===== config.mk =====
export PLATFORM = sky130hd
export DESIGN_NAME = clock_page_replacement
export DESIGN_NICKNAME = d
export VERILOG_FILES = /design/src/hw/rtl/crp_pkg.sv /design/src/hw/rtl/crp_page_mem.sv /design/src/hw/rtl/clock_page_replacement.sv
export SDC_FILE = /design/constraint.sdc
export NUM_CORES = 1
export LEC_CHECK = 0
export ABC_AREA = 1
export BUFFER_PORTS_ARGS = -buffer_cell sky130_fd_sc_hd__buf_2
export CORE_MARGIN = 4
export CORE_UTILIZATION = 58
export CTS_CLUSTER_SIZE = 10
export DETAILED_ROUTE_END_ITERATION = 6
export GPL_TIMING_DRIVEN = 0
export HOLD_SLACK_MARGIN = 0.12
export MAX_ROUTING_LAYER = met4
export PLACE_DENSITY = 0.78
export SYNTH_ARGS = -nofsm -noshare
export SYNTH_HDL_FRONTEND = slang
export SYNTH_SLANG_ARGS = --single-unit

===== constraint.sdc =====
create_clock -name aclk -period 6.1 [get_ports aclk]
set_clock_uncertainty 0.05 [all_clocks]
set_input_delay 0.915 -clock aclk [delete_from_list [all_inputs] [get_ports aclk]]
set_output_delay 0.915 -clock aclk [all_outputs]
set_load 0.03 [all_outputs]

===== src/hw/rtl/crp_pkg.sv =====
package crp_pkg;

    // Fixed field widths of the request, result and configuration beats.
    localparam int PAGE_W      = 8;
    localparam int FRAME_OUT_W = 6;
    localparam int CNT_W       = 32;
    localparam int CFG_W       = 7;

    // Frame count after reset.
    localparam logic [CFG_W-1:0] CFG_RESET = 7'd64;

    // Sequencer state codes.
    localparam int ST_W = 2;
    localparam logic [ST_W-1:0] ST_IDLE   = 2'd0;
    localparam logic [ST_W-1:0] ST_SCAN   = 2'd1;
    localparam logic [ST_W-1:0] ST_SWEEP  = 2'd2;
    localparam logic [ST_W-1:0] ST_UPDATE = 2'd3;

    typedef logic [PAGE_W-1:0] page_t;
    typedef logic [CNT_W-1:0]  count_t;

endpackage


===== src/hw/rtl/crp_page_mem.sv =====
module crp_page_mem
    import crp_pkg::*;
#(
    parameter int DEPTH = 64,
    parameter int AW    = $clog2(DEPTH)
) (
    input  logic          aclk,
    input  logic          wr_en,
    input  logic [AW-1:0] wr_addr,
    input  page_t         wr_data,
    input  logic [AW-1:0] rd_addr,
    output page_t         rd_data
);

    page_t mem [DEPTH];
    page_t rd_data_reg;

    // Page number of each frame: one write port, one registered read port.
    always_ff @(posedge aclk) begin
        if (wr_en) begin
            mem[wr_addr] <= wr_data;
        end
        rd_data_reg <= mem[rd_addr];
    end

    assign rd_data = rd_data_reg;

endmodule


===== src/hw/rtl/clock_page_replacement.sv =====
// Channel  | Direction | Ports                                   | Carries
// s_       | in        | s_valid, s_ready, s_page_id             | one page request
// m_       | out       | m_valid, m_ready, m_was_hit, m_frame_index,
//          |           | m_hit_total, m_fault_total              | one result per request
// cfg_     | in        | cfg_valid, cfg_ready, cfg_data          | frames_in_use write
//
// A request is looked up one frame per cycle through the page memory's single
// read port; a fault that finds no empty frame then sweeps the clock hand, at
// most n + 1 steps. Reset is synchronous and active low; the frame valid and
// reference bits clear at once, page entries are left unwritten.
// Results sit in an output register, so the next request is taken while one
// is waiting; the update stalls only when a second result would overwrite it.
module clock_page_replacement
    import crp_pkg::*;
#(
    parameter int FRAME_SLOTS = 64
) (
    input  logic                   aclk,
    input  logic                   aresetn,
    input  logic                   s_valid,
    output logic                   s_ready,
    input  logic [PAGE_W-1:0]      s_page_id,
    output logic                   m_valid,
    input  logic                   m_ready,
    output logic                   m_was_hit,
    output logic [FRAME_OUT_W-1:0] m_frame_index,
    output logic [CNT_W-1:0]       m_hit_total,
    output logic [CNT_W-1:0]       m_fault_total,
    input  logic                   cfg_valid,
    output logic                   cfg_ready,
    input  logic [CFG_W-1:0]       cfg_data
);

    localparam int IW = $clog2(FRAME_SLOTS);
    localparam int NW = $clog2(FRAME_SLOTS + 1);

    // Control state.
    logic [ST_W-1:0]        state_reg, state_next;
    logic [CFG_W-1:0]       frames_reg, frames_next;
    logic [FRAME_SLOTS-1:0] valid_reg, valid_next;
    logic [FRAME_SLOTS-1:0] ref_reg, ref_next;
    logic [IW-1:0]          hand_reg, hand_next;
    count_t                 hits_reg, hits_next;
    count_t                 faults_reg, faults_next;
    logic                   m_valid_reg, m_valid_next;
    logic [NW-1:0]          scan_reg, scan_next;
    logic                   cmp_vld_reg, cmp_vld_next;
    logic                   cmp_last_reg, cmp_last_next;
    logic                   free_found_reg, free_found_next;

    // Payload state.
    page_t                  page_reg, page_next;
    logic [NW-1:0]          n_reg, n_next;
    logic [IW-1:0]          cmp_idx_reg, cmp_idx_next;
    logic [IW-1:0]          free_idx_reg, free_idx_next;
    logic [IW-1:0]          frame_reg, frame_next;
    logic                   hit_reg, hit_next;
    logic                   out_hit_reg, out_hit_next;
    logic [IW-1:0]          out_frame_reg, out_frame_next;
    count_t                 out_hits_reg, out_hits_next;
    count_t                 out_faults_reg, out_faults_next;

    logic                   mem_wr_en;
    page_t                  mem_rd_data;
    logic [IW-1:0]          scan_idx;
    logic [31:0]            cfg_ext;
    logic [NW-1:0]          n_eff;
    logic [NW-1:0]          hand_ext;
    logic [NW-1:0]          hand_inc;
    logic                   cmp_hit;
    logic                   free_now;
    logic [IW-1:0]          free_sel;
    logic                   out_free;

    assign scan_idx = scan_reg[IW-1:0];

    crp_page_mem #(
        .DEPTH (FRAME_SLOTS)
    ) u_page_mem (
        .aclk    (aclk),
        .wr_en   (mem_wr_en),
        .wr_addr (frame_reg),
        .wr_data (page_reg),
        .rd_addr (scan_idx),
        .rd_data (mem_rd_data)
    );

    // Effective frame count: zero acts as one, anything above the slots is clipped.
    always_comb begin
        cfg_ext = 32'(frames_reg);
        if (cfg_ext == 32'd0) begin
            n_eff = NW'(1);
        end else if (cfg_ext > 32'(FRAME_SLOTS)) begin
            n_eff = NW'(FRAME_SLOTS);
        end else begin
            n_eff = NW'(frames_reg);
        end
    end

    // Compare of the page from the registered read, and the empty-frame candidate.
    assign cmp_hit  = cmp_vld_reg && valid_reg[cmp_idx_reg] && (mem_rd_data == page_reg);
    assign free_now = free_found_reg || !valid_reg[cmp_idx_reg];
    assign free_sel = free_found_reg ? free_idx_reg : cmp_idx_reg;

    assign hand_ext = NW'(hand_reg);
    assign hand_inc = hand_ext + NW'(1);
    assign out_free = !m_valid_reg || m_ready;

    assign s_ready   = (state_reg == ST_IDLE);
    assign cfg_ready = 1'b1;
    assign mem_wr_en = (state_reg == ST_UPDATE) && out_free && !hit_reg;

    // Sequencer.
    always_comb begin
        state_next      = state_reg;
        frames_next     = frames_reg;
        valid_next      = valid_reg;
        ref_next        = ref_reg;
        hand_next       = hand_reg;
        hits_next       = hits_reg;
        faults_next     = faults_reg;
        m_valid_next    = m_valid_reg;
        scan_next       = scan_reg;
        cmp_vld_next    = 1'b0;
        cmp_last_next   = cmp_last_reg;
        free_found_next = free_found_reg;
        page_next       = page_reg;
        n_next          = n_reg;
        cmp_idx_next    = cmp_idx_reg;
        free_idx_next   = free_idx_reg;
        frame_next      = frame_reg;
        hit_next        = hit_reg;
        out_hit_next    = out_hit_reg;
        out_frame_next  = out_frame_reg;
        out_hits_next   = out_hits_reg;
        out_faults_next = out_faults_reg;

        if (cfg_valid && cfg_ready) begin
            frames_next = cfg_data;
        end

        // The waiting result leaves on its beat.
        if (m_valid_reg && m_ready) begin
            m_valid_next = 1'b0;
        end

        case (state_reg)
            ST_IDLE: begin
                if (s_valid) begin
                    page_next       = s_page_id;
                    n_next          = n_eff;
                    scan_next       = '0;
                    free_found_next = 1'b0;
                    state_next      = ST_SCAN;
                end
            end

            ST_SCAN: begin
                // Issue the next frame's read while frames remain.
                if (scan_reg < n_reg) begin
                    cmp_vld_next  = 1'b1;
                    cmp_idx_next  = scan_idx;
                    cmp_last_next = (scan_reg == n_reg - NW'(1));
                    scan_next     = scan_reg + NW'(1);
                end
                if (cmp_vld_reg) begin
                    if (!valid_reg[cmp_idx_reg] && !free_found_reg) begin
                        free_found_next = 1'b1;
                        free_idx_next   = cmp_idx_reg;
                    end
                    if (cmp_hit) begin
                        hit_next     = 1'b1;
                        frame_next   = cmp_idx_reg;
                        cmp_vld_next = 1'b0;
                        state_next   = ST_UPDATE;
                    end else if (cmp_last_reg) begin
                        hit_next = 1'b0;
                        if (free_now) begin
                            frame_next = free_sel;
                            state_next = ST_UPDATE;
                        end else begin
                            // A hand left beyond a shrunk frame count restarts at zero.
                            if (hand_ext >= n_reg) begin
                                hand_next = '0;
                            end
                            state_next = ST_SWEEP;
                        end
                    end
                end
            end

            ST_SWEEP: begin
                // One step of the clock hand per cycle.
                hand_next = (hand_inc == n_reg) ? '0 : IW'(hand_inc);
                if (!ref_reg[hand_reg]) begin
                    frame_next = hand_reg;
                    state_next = ST_UPDATE;
                end else begin
                    ref_next[hand_reg] = 1'b0;
                end
            end

            ST_UPDATE: begin
                if (out_free) begin
                    ref_next[frame_reg] = 1'b1;
                    if (hit_reg) begin
                        hits_next     = (&hits_reg) ? hits_reg : hits_reg + CNT_W'(1);
                        out_hits_next = hits_next;
                        out_faults_next = faults_reg;
                    end else begin
                        valid_next[frame_reg] = 1'b1;
                        faults_next     = (&faults_reg) ? faults_reg : faults_reg + CNT_W'(1);
                        out_faults_next = faults_next;
                        out_hits_next   = hits_reg;
                    end
                    out_hit_next   = hit_reg;
                    out_frame_next = frame_reg;
                    m_valid_next   = 1'b1;
                    state_next     = ST_IDLE;
                end
            end

            default: begin
                state_next = ST_IDLE;
            end
        endcase
    end

    // Control registers.
    always_ff @(posedge aclk) begin
        if (!aresetn) begin
            state_reg      <= ST_IDLE;
            frames_reg     <= CFG_RESET;
            valid_reg      <= '0;
            ref_reg        <= '0;
            hand_reg       <= '0;
            hits_reg       <= '0;
            faults_reg     <= '0;
            m_valid_reg    <= 1'b0;
            scan_reg       <= '0;
            cmp_vld_reg    <= 1'b0;
            cmp_last_reg   <= 1'b0;
            free_found_reg <= 1'b0;
        end else begin
            state_reg      <= state_next;
            frames_reg     <= frames_next;
            valid_reg      <= valid_next;
            ref_reg        <= ref_next;
            hand_reg       <= hand_next;
            hits_reg       <= hits_next;
            faults_reg     <= faults_next;
            m_valid_reg    <= m_valid_next;
            scan_reg       <= scan_next;
            cmp_vld_reg    <= cmp_vld_next;
            cmp_last_reg   <= cmp_last_next;
            free_found_reg <= free_found_next;
        end
    end

    // Payload registers.
    always_ff @(posedge aclk) begin
        page_reg       <= page_next;
        n_reg          <= n_next;
        cmp_idx_reg    <= cmp_idx_next;
        free_idx_reg   <= free_idx_next;
        frame_reg      <= frame_next;
        hit_reg        <= hit_next;
        out_hit_reg    <= out_hit_next;
        out_frame_reg  <= out_frame_next;
        out_hits_reg   <= out_hits_next;
        out_faults_reg <= out_faults_next;
    end

    assign m_valid       = m_valid_reg;
    assign m_was_hit     = out_hit_reg;
    assign m_frame_index = FRAME_OUT_W'(out_frame_reg);
    assign m_hit_total   = out_hits_reg;
    assign m_fault_total = out_faults_reg;

endmodule

==> metrics.md, run 1 <==
| Metric | Value |
|---|---|
| CP Capture Type | `register` |
| Worst-margin pin slew | `1.51 ns` |
| Internal reg-to-reg setup slack | `2.15 ns` |
| DRC viols | `0` |
| Area growth from synthesis to layout | `13.0%` |
| Vias in the first global route | `28900` |
| Top cell type's share of synthesized area | `0.501` |
| Via density | `6.09` |
| Post-synth top area cell | `edfxtp_1` |
| Gr ovfl total | `0` |
| GR met2 Demand/Resource | `0.535` |
| Final Hold Fails | `0` |
| GRT busiest layer | `met2` |
| Max-Cap Viols | `2` |
| Cts repair resizes | `0` |
| Final setup violation count | `0` |
| Crit path max-delay family | `buffers and inverters` |
| R2r endpoint | `scan_reg[3]` |
| WP data required | `6.58 ns` |
| Hold buffers post-CTS | `0` |
| Outcome | `finished, violations left` |
| Die area | `67900 µm²` |
| Clk pwr share | `0.332` |
| Port Buffers | `92` |
| ANT nets after route | `0` |
| Die width | `260 µm` |
| WP data arrival | `4.42 ns` |
| Fin crit period | `3.95 ns` |
| RSZ-0062 raised after global routing | `no` |
| Largest net degree at the start of global routing | `46` |
| Initial antenna violation count | `2` |
| Critical Path Start Type | `register` |
| Average size of a mapped cell | `9.56 µm²` |
| Gr usage total | `0.352` |
| I/O pin count | `94` |
| Grt met3 use | `0.0680` |
| Flip-flop count of the largest register after layout | `512` |
| First-pass GRT wire length | `175000 µm` |
| Clock transition at path regs | `0.06 ns` |
| Post-CTS setup buffers | `0` |
| Sw Share | `0.335` |
| Seq pwr share | `0.439` |
| Row count | `92` |
| Drt pass-1 iters | `7` |
| Hpwl dp | `81300 µm` |
| Nets | `4117` |
| Worst r2r src | `scan_reg[0]` |
| Min Hold Slack | `0.376 ns` |
| PD cells | `382 nW/µm²` |
| Crit Path Class | `register to register` |
| CP Cell Sequence | `buf_2, inv_1, clkbuf_1, clkbuf_1, ha_1, o21ai_0, nand4_1, o211ai_1, or2_2, nand2_1, nand2_1, o21ai_1, nor3b_1` |
| Hold Crit Start | `s_page_id[7]` |
| Slew headroom | `-0.0128` |
| Seq cells post-synth | `843` |
| Gate power share | `0.228` |
| Crit-path max FO | `10` |
| CTS tree | `built` |
| Setup_tns | `0 ns` |
| Initial Util | `0.586` |
| Cells on Worst Hold Path | `1` |
| Violated checks | `capacitance limit, slew limit` |
| Pins over their slew limit | `20` |
| Fin cells | `4996` |
| Core ar. | `63100 µm²` |
| CP peak stage delay | `0.63 ns` |
| Syn nets | `3910` |
| CP Launch Point | `scan_reg[0]` |
| Leak | `15.6 nW` |
| DRT Wirelength | `117000 µm` |
| CTS max path bufs | `3` |
| Worst path bufs/invs | `4` |
| R2R depth | `13` |
| Hold WC Path Type | `primary input to register` |
| Critical path's slowest cell | `clkbuf_1` |
| Gpl congestion | `1.02` |
| TritonCTS buffer count | `96` |
| Layout cells sized above 1 | `0.0670` |
| FMAX | `253 MHz` |
| Skew-Pair Late Insertion Delay | `0.67 ns` |
| Routed via count | `30400` |
| P_int | `10.6 mW` |
| # placed instances | `4823` |
| Clk root buf | `clkbuf_16` |
| Detailed router's first-iteration violation count | `4371` |
| Psw | `5.35 mW` |
| Die H | `260 µm` |
| Seq/Total Area, Yosys | `0.623` |
| Synth cell types | `45` |
| Global-route met1 utilization | `0.448` |
| Peak VDD IR | `0.266 mV` |
| Clock sinks | `843` |
| Hold-critical path endpoint | `page_reg[7]` |
| Main area contributors after synthesis | `edfxtp_1 (50%), dfxtp_1 (12%), nand2_1 (6.6%)` |
| Period utilization | `0.647` |
| Syn Inst Count | `3868` |
| Average wire per standard cell | `23.4 µm` |
| Ys Warns | `0` |
| H-tree Lvls | `3` |
| Mapped Area | `37000 µm²` |
[logic make-up after synthesis]
| family | after synthesis | share of synthesized area |
|---|---|---|
| XOR/XNOR | 83 | 0.0197 |
| adder cells (fa/ha/maj) | 22 | 0.00744 |
| AND/OR/NAND/NOR | 1533 | 0.167 |
| flip-flops | 843 | 0.623 |
| other | 1 | 0.000101 |
| AO/OA/AOI/OAI | 843 | 0.124 |
| buffers and inverters | 543 | 0.0578 |
[per-stage QoR]
stage               power [mW]  cell area [µm²]  setup slack (ns)  utilization
floorplan                 9.16            37000              2.00            -
global placement          10.4            38500             0.540        0.610
detailed placement        10.6            39000              2.31        0.618
CTS                       15.9            41800              2.26        0.663
global route              16.5            41800              2.01        0.663
finish                    16.0            41800              2.15        0.663
[area by class of cell]
class | instances | area, µm²
flip-flops and latches | 843 | 23100
fillers | 4989 | 21300
multi-input cells | 2482 | 11800
clock buffers | 160 | 2680
inverters | 337 | 1270
well taps | 846 | 1060
repair buffers | 109 | 921
plain buffers | 206 | 870
clock inverters | 11 | 144
diodes | 2 | 5.00
[Yosys cell counts (all sizes together)]
cell	n
a211oi	3
conb	1
or2	3
a21oi	194
clkinv	4
edfxtp	617
nor3	62
o211ai	24
buf	45
o22ai	82
nor2	614
o221ai	49
a21o	1
clkbuf	161
dfxtp	226
nor4	9
xor2	78
nand3b	1
nor3b	2
a22oi	1
a32o	1
nand2	654
a21boi	1
o31ai	2
xnor2	5
nand4	33
o21ai	484
inv	333
nand3	155
ha	22
a31oi	1
[layout by cell type (no fill, tap or decap), drive strengths merged, types with 10 or more instances in the layout]
cell type	Yosys	routed
xor2	78	78
o221ai	49	49
clkbuf	161	321
edfxtp	617	617
nand4	33	33
nand3	155	155
nor2	614	614
a21oi	194	194
dfxtp	226	226
o21ai	484	484
nand2	654	654
o22ai	82	82
nor3	62	62
o211ai	24	24
ha	22	22
clkinv	4	10
inv	333	338
buf	45	154
[layer usage]
metal / part of all wire / up-vias / wire length, µm
li1: - / 13700 / -
met1: 0.37 / 14300 / 43100
met2: 0.46 / 2067 / 53300
met3: 0.11 / 424 / 13300
met4: 0.062 / 0 / 7270
met5: 0 / - / 0
[power by group through the flow]
| stage | clock network [mW] | logic (mW) | registers [mW] |
|---|---|---|---|
| 6_report | 5.31 | 3.65 | 7.02 |
| 3_3_place_gp | 0 | 3.14 | 7.30 |
| 2_1_floorplan | 0 | 1.98 | 7.18 |
| 5_1_grt | 5.57 | 3.90 | 7.05 |
| 3_5_place_dp | 0 | 3.50 | 7.12 |
| 4_1_cts | 5.32 | 3.53 | 7.01 |
[how the worst max path moves through the flow]
stage / to / slack [ns] / depth (start not counted)
final: scan_reg[3] / 2.15 / 13
after global routing: scan_reg[3] / 2.01 / 13
after CTS: scan_reg[3] / 2.26 / 13
after detailed placement: scan_reg[3] / 2.31 / 13
after global placement: hits_reg[27] / 0.54 / 8
after floorplan: hits_reg[27] / 2.00 / 7
(Power assumes the default switching activity.)
==> inputs of run 2 (changes only) <==
Clock period 6.1 ns to 3.7 ns, I/O delays scaled along.
==> run 2 against run 1 <==
Effect of this change: the flow finishes with violations (DRC); count of clock-buffer cells in the layout grew 7; final cell count grew 0.34%; first-iteration DRC count rose by 3.0%; total power is 65% higher; die area did not move; non-clock buffer count increased by 16; largest cell class unchanged; highest routed layer unchanged.
==> metrics.md, run 2 (synthesis gave the netlist of run 1 again) <==
| Metric | Value |
|---|---|
| Commonest non-fill, non-tap cell in the layout | `nand2_1` |
| ANT nets after route | `0` |
| Clock transition at path regs | `0.06 ns` |
| Layout cells sized above 1 | `0.0686` |
| CP Capture Type | `register` |
| Setup_tns | `0 ns` |
| WP data required | `4.22 ns` |
| Gr usage total | `0.346` |
| Final Hold Fails | `0` |
| Detailed router's first-iteration violation count | `4500` |
| Hpwl dp | `79800 µm` |
| Initial antenna violation count | `0` |
| Initial Util | `0.586` |
| Area growth from synthesis to layout | `13.5%` |
| Period utilization | `0.997` |
| H-tree Lvls | `3` |
| Violated checks | `DRC` |
| Fin crit period | `3.69 ns` |
| Max-Cap Viols | `0` |
| Commonest cells after routing, fill and taps aside | `nand2_1 (652), edfxtp_1 (617), nor2_1 (601)` |
| First-pass GRT wire length | `173000 µm` |
| Die H | `260 µm` |
| Drt pass-1 iters | `7` |
| Outcome | `finished, violations left` |
| Crit Path Class | `register to register` |
| Nets | `4132` |
| PD cells | `627 nW/µm²` |
| Die width | `260 µm` |
| CTS max path bufs | `3` |
| Most frequent CP cell | `nand3_1` |
| Row count | `92` |
| Slew headroom | `0.159` |
| RSZ-0062 raised after global routing | `yes` |
| DRT Wirelength | `116000 µm` |
| Via density | `6.10` |
| Flip-flop count of the largest register after layout | `512` |
| Gpl congestion | `1.04` |
| Final setup violation count | `0` |
| Crit path max-delay family | `buffers and inverters` |
| Crit-path max FO | `15` |
| FMAX | `271 MHz` |
| Clk root buf | `clkbuf_16` |
| Clock sinks | `843` |
| WP data arrival | `4.21 ns` |
| Leak | `15.7 nW` |
| Post-CTS setup buffers | `0` |
| CTS tree | `built` |
| I/O pin count | `94` |
| Routed via count | `30600` |
| Pins over their slew limit | `0` |
| CP Cell Sequence | `buf_2, clkinvlp_4, clkbuf_1, clkbuf_1, o21ai_0, o221ai_1, nand3_1, nand3_1, nand3_1, nand3_1` |
| Port Buffers | `92` |
| Average wire per standard cell | `23.1 µm` |
| Gr ovfl total | `0` |
| Die area | `67900 µm²` |
| CP peak stage delay | `0.63 ns` |
| DRC viols | `1` |
| Skew-Pair Late Insertion Delay | `0.66 ns` |
| TritonCTS buffer count | `95` |
| Core ar. | `63100 µm²` |
| Worst-margin pin slew | `1.26 ns` |
| N_diodes | `0` |
| Vias in the first global route | `28600` |
| Largest net degree at the start of global routing | `75` |
| Peak VDD IR | `0.390 mV` |
| Critical path's slowest cell | `clkbuf_1` |
| Worst path bufs/invs | `4` |
| Placed cell area | `39000 µm²` |
| Cell area after layout | `42000 µm²` |
| Hold WC Path Type | `primary input to register` |
| Critical Path Start Type | `register` |
| Min Hold Slack | `0.153 ns` |
==> run 2: cell types whose count changed in the layout (fill, tap and decap cells not counted), moves of 2 or more <==
cell and delta:
clkbuf_1 +6, dlygate4sd3_1 +15, buf_8 +2, clkinv_2 -4, nor2_2 +10, inv_16 -3, diode_2 -2, nor2_1 -10
==> run 2: report_power, final <==
group | switching (mW) | internal [mW] | leakage, nW | total (mW)
sequential | 0.527 | 11.0 | 7.41 | 11.5
clock | 3.79 | 4.90 | 1.32 | 8.69
combinational | 4.51 | 1.59 | 6.95 | 6.10
==> run 2: through the flow <==
stage	utilization	std cells	setup WS, ns	total power, mW
after floorplan	-	3868	0.0113	15.1
after global placement	0.610	4806	-1.29	17.2
after detailed placement	0.618	4825	-0.136	17.5
after CTS	0.665	5013	0.0780	26.0
after global routing	0.665	5013	-0.0568	27.1
final	0.665	5013	0.0117	26.3
==> run 2: worst min-delay path, delay by kind of cell <==
family	cells	cell delay, ns
compound gates	2	0.19
buf+inv	1	0.08
==> run 2: cell type report <==
type                    count  area, µm²
plain buffers             205        870
clock buffers             167       2690
well taps                 846       1060
clock inverters             7       92.6
inverters                 337       1270
multi-input cells        2482      11800
repair buffers            126       1110
flip-flops and latches    843      23100
fillers                  4850      21100
==> run 2: path summary, 6_finish.rpt <==
kind | start | end | slack (ns) | cells after the start
hold reg to reg | cmp_idx_reg[1] | free_idx_reg[1] | 0.41 | 0
setup / recovery | scan_reg[0] | u_page_mem.rd_data[4] | 0.01 | 10
setup reg to reg | scan_reg[0] | u_page_mem.rd_data[4] | 0.01 | 10
hold / removal | cfg_data[1] | frames_reg[1] | 0.15 | 3
==> run 2: repair_timing <==
item | in CTS | in global routing
hold buffers | 15 | 0
hold endpoints to repair | 13 | 0
resized for setup | 0 | 14
setup endpoints to repair | 6 | 80
pin swaps | 0 | 0
==> run 2: per-layer routing <==
layer	share of wire	vias to the layer above	wire length (µm)	track usage
li1	-	13700	-	-
met1	0.36	14300	42300	0.443
met2	0.45	2200	52800	0.526
met3	0.12	434	14100	0.0706
met4	0.059	0	6880	0.183
met5	0	-	0	-
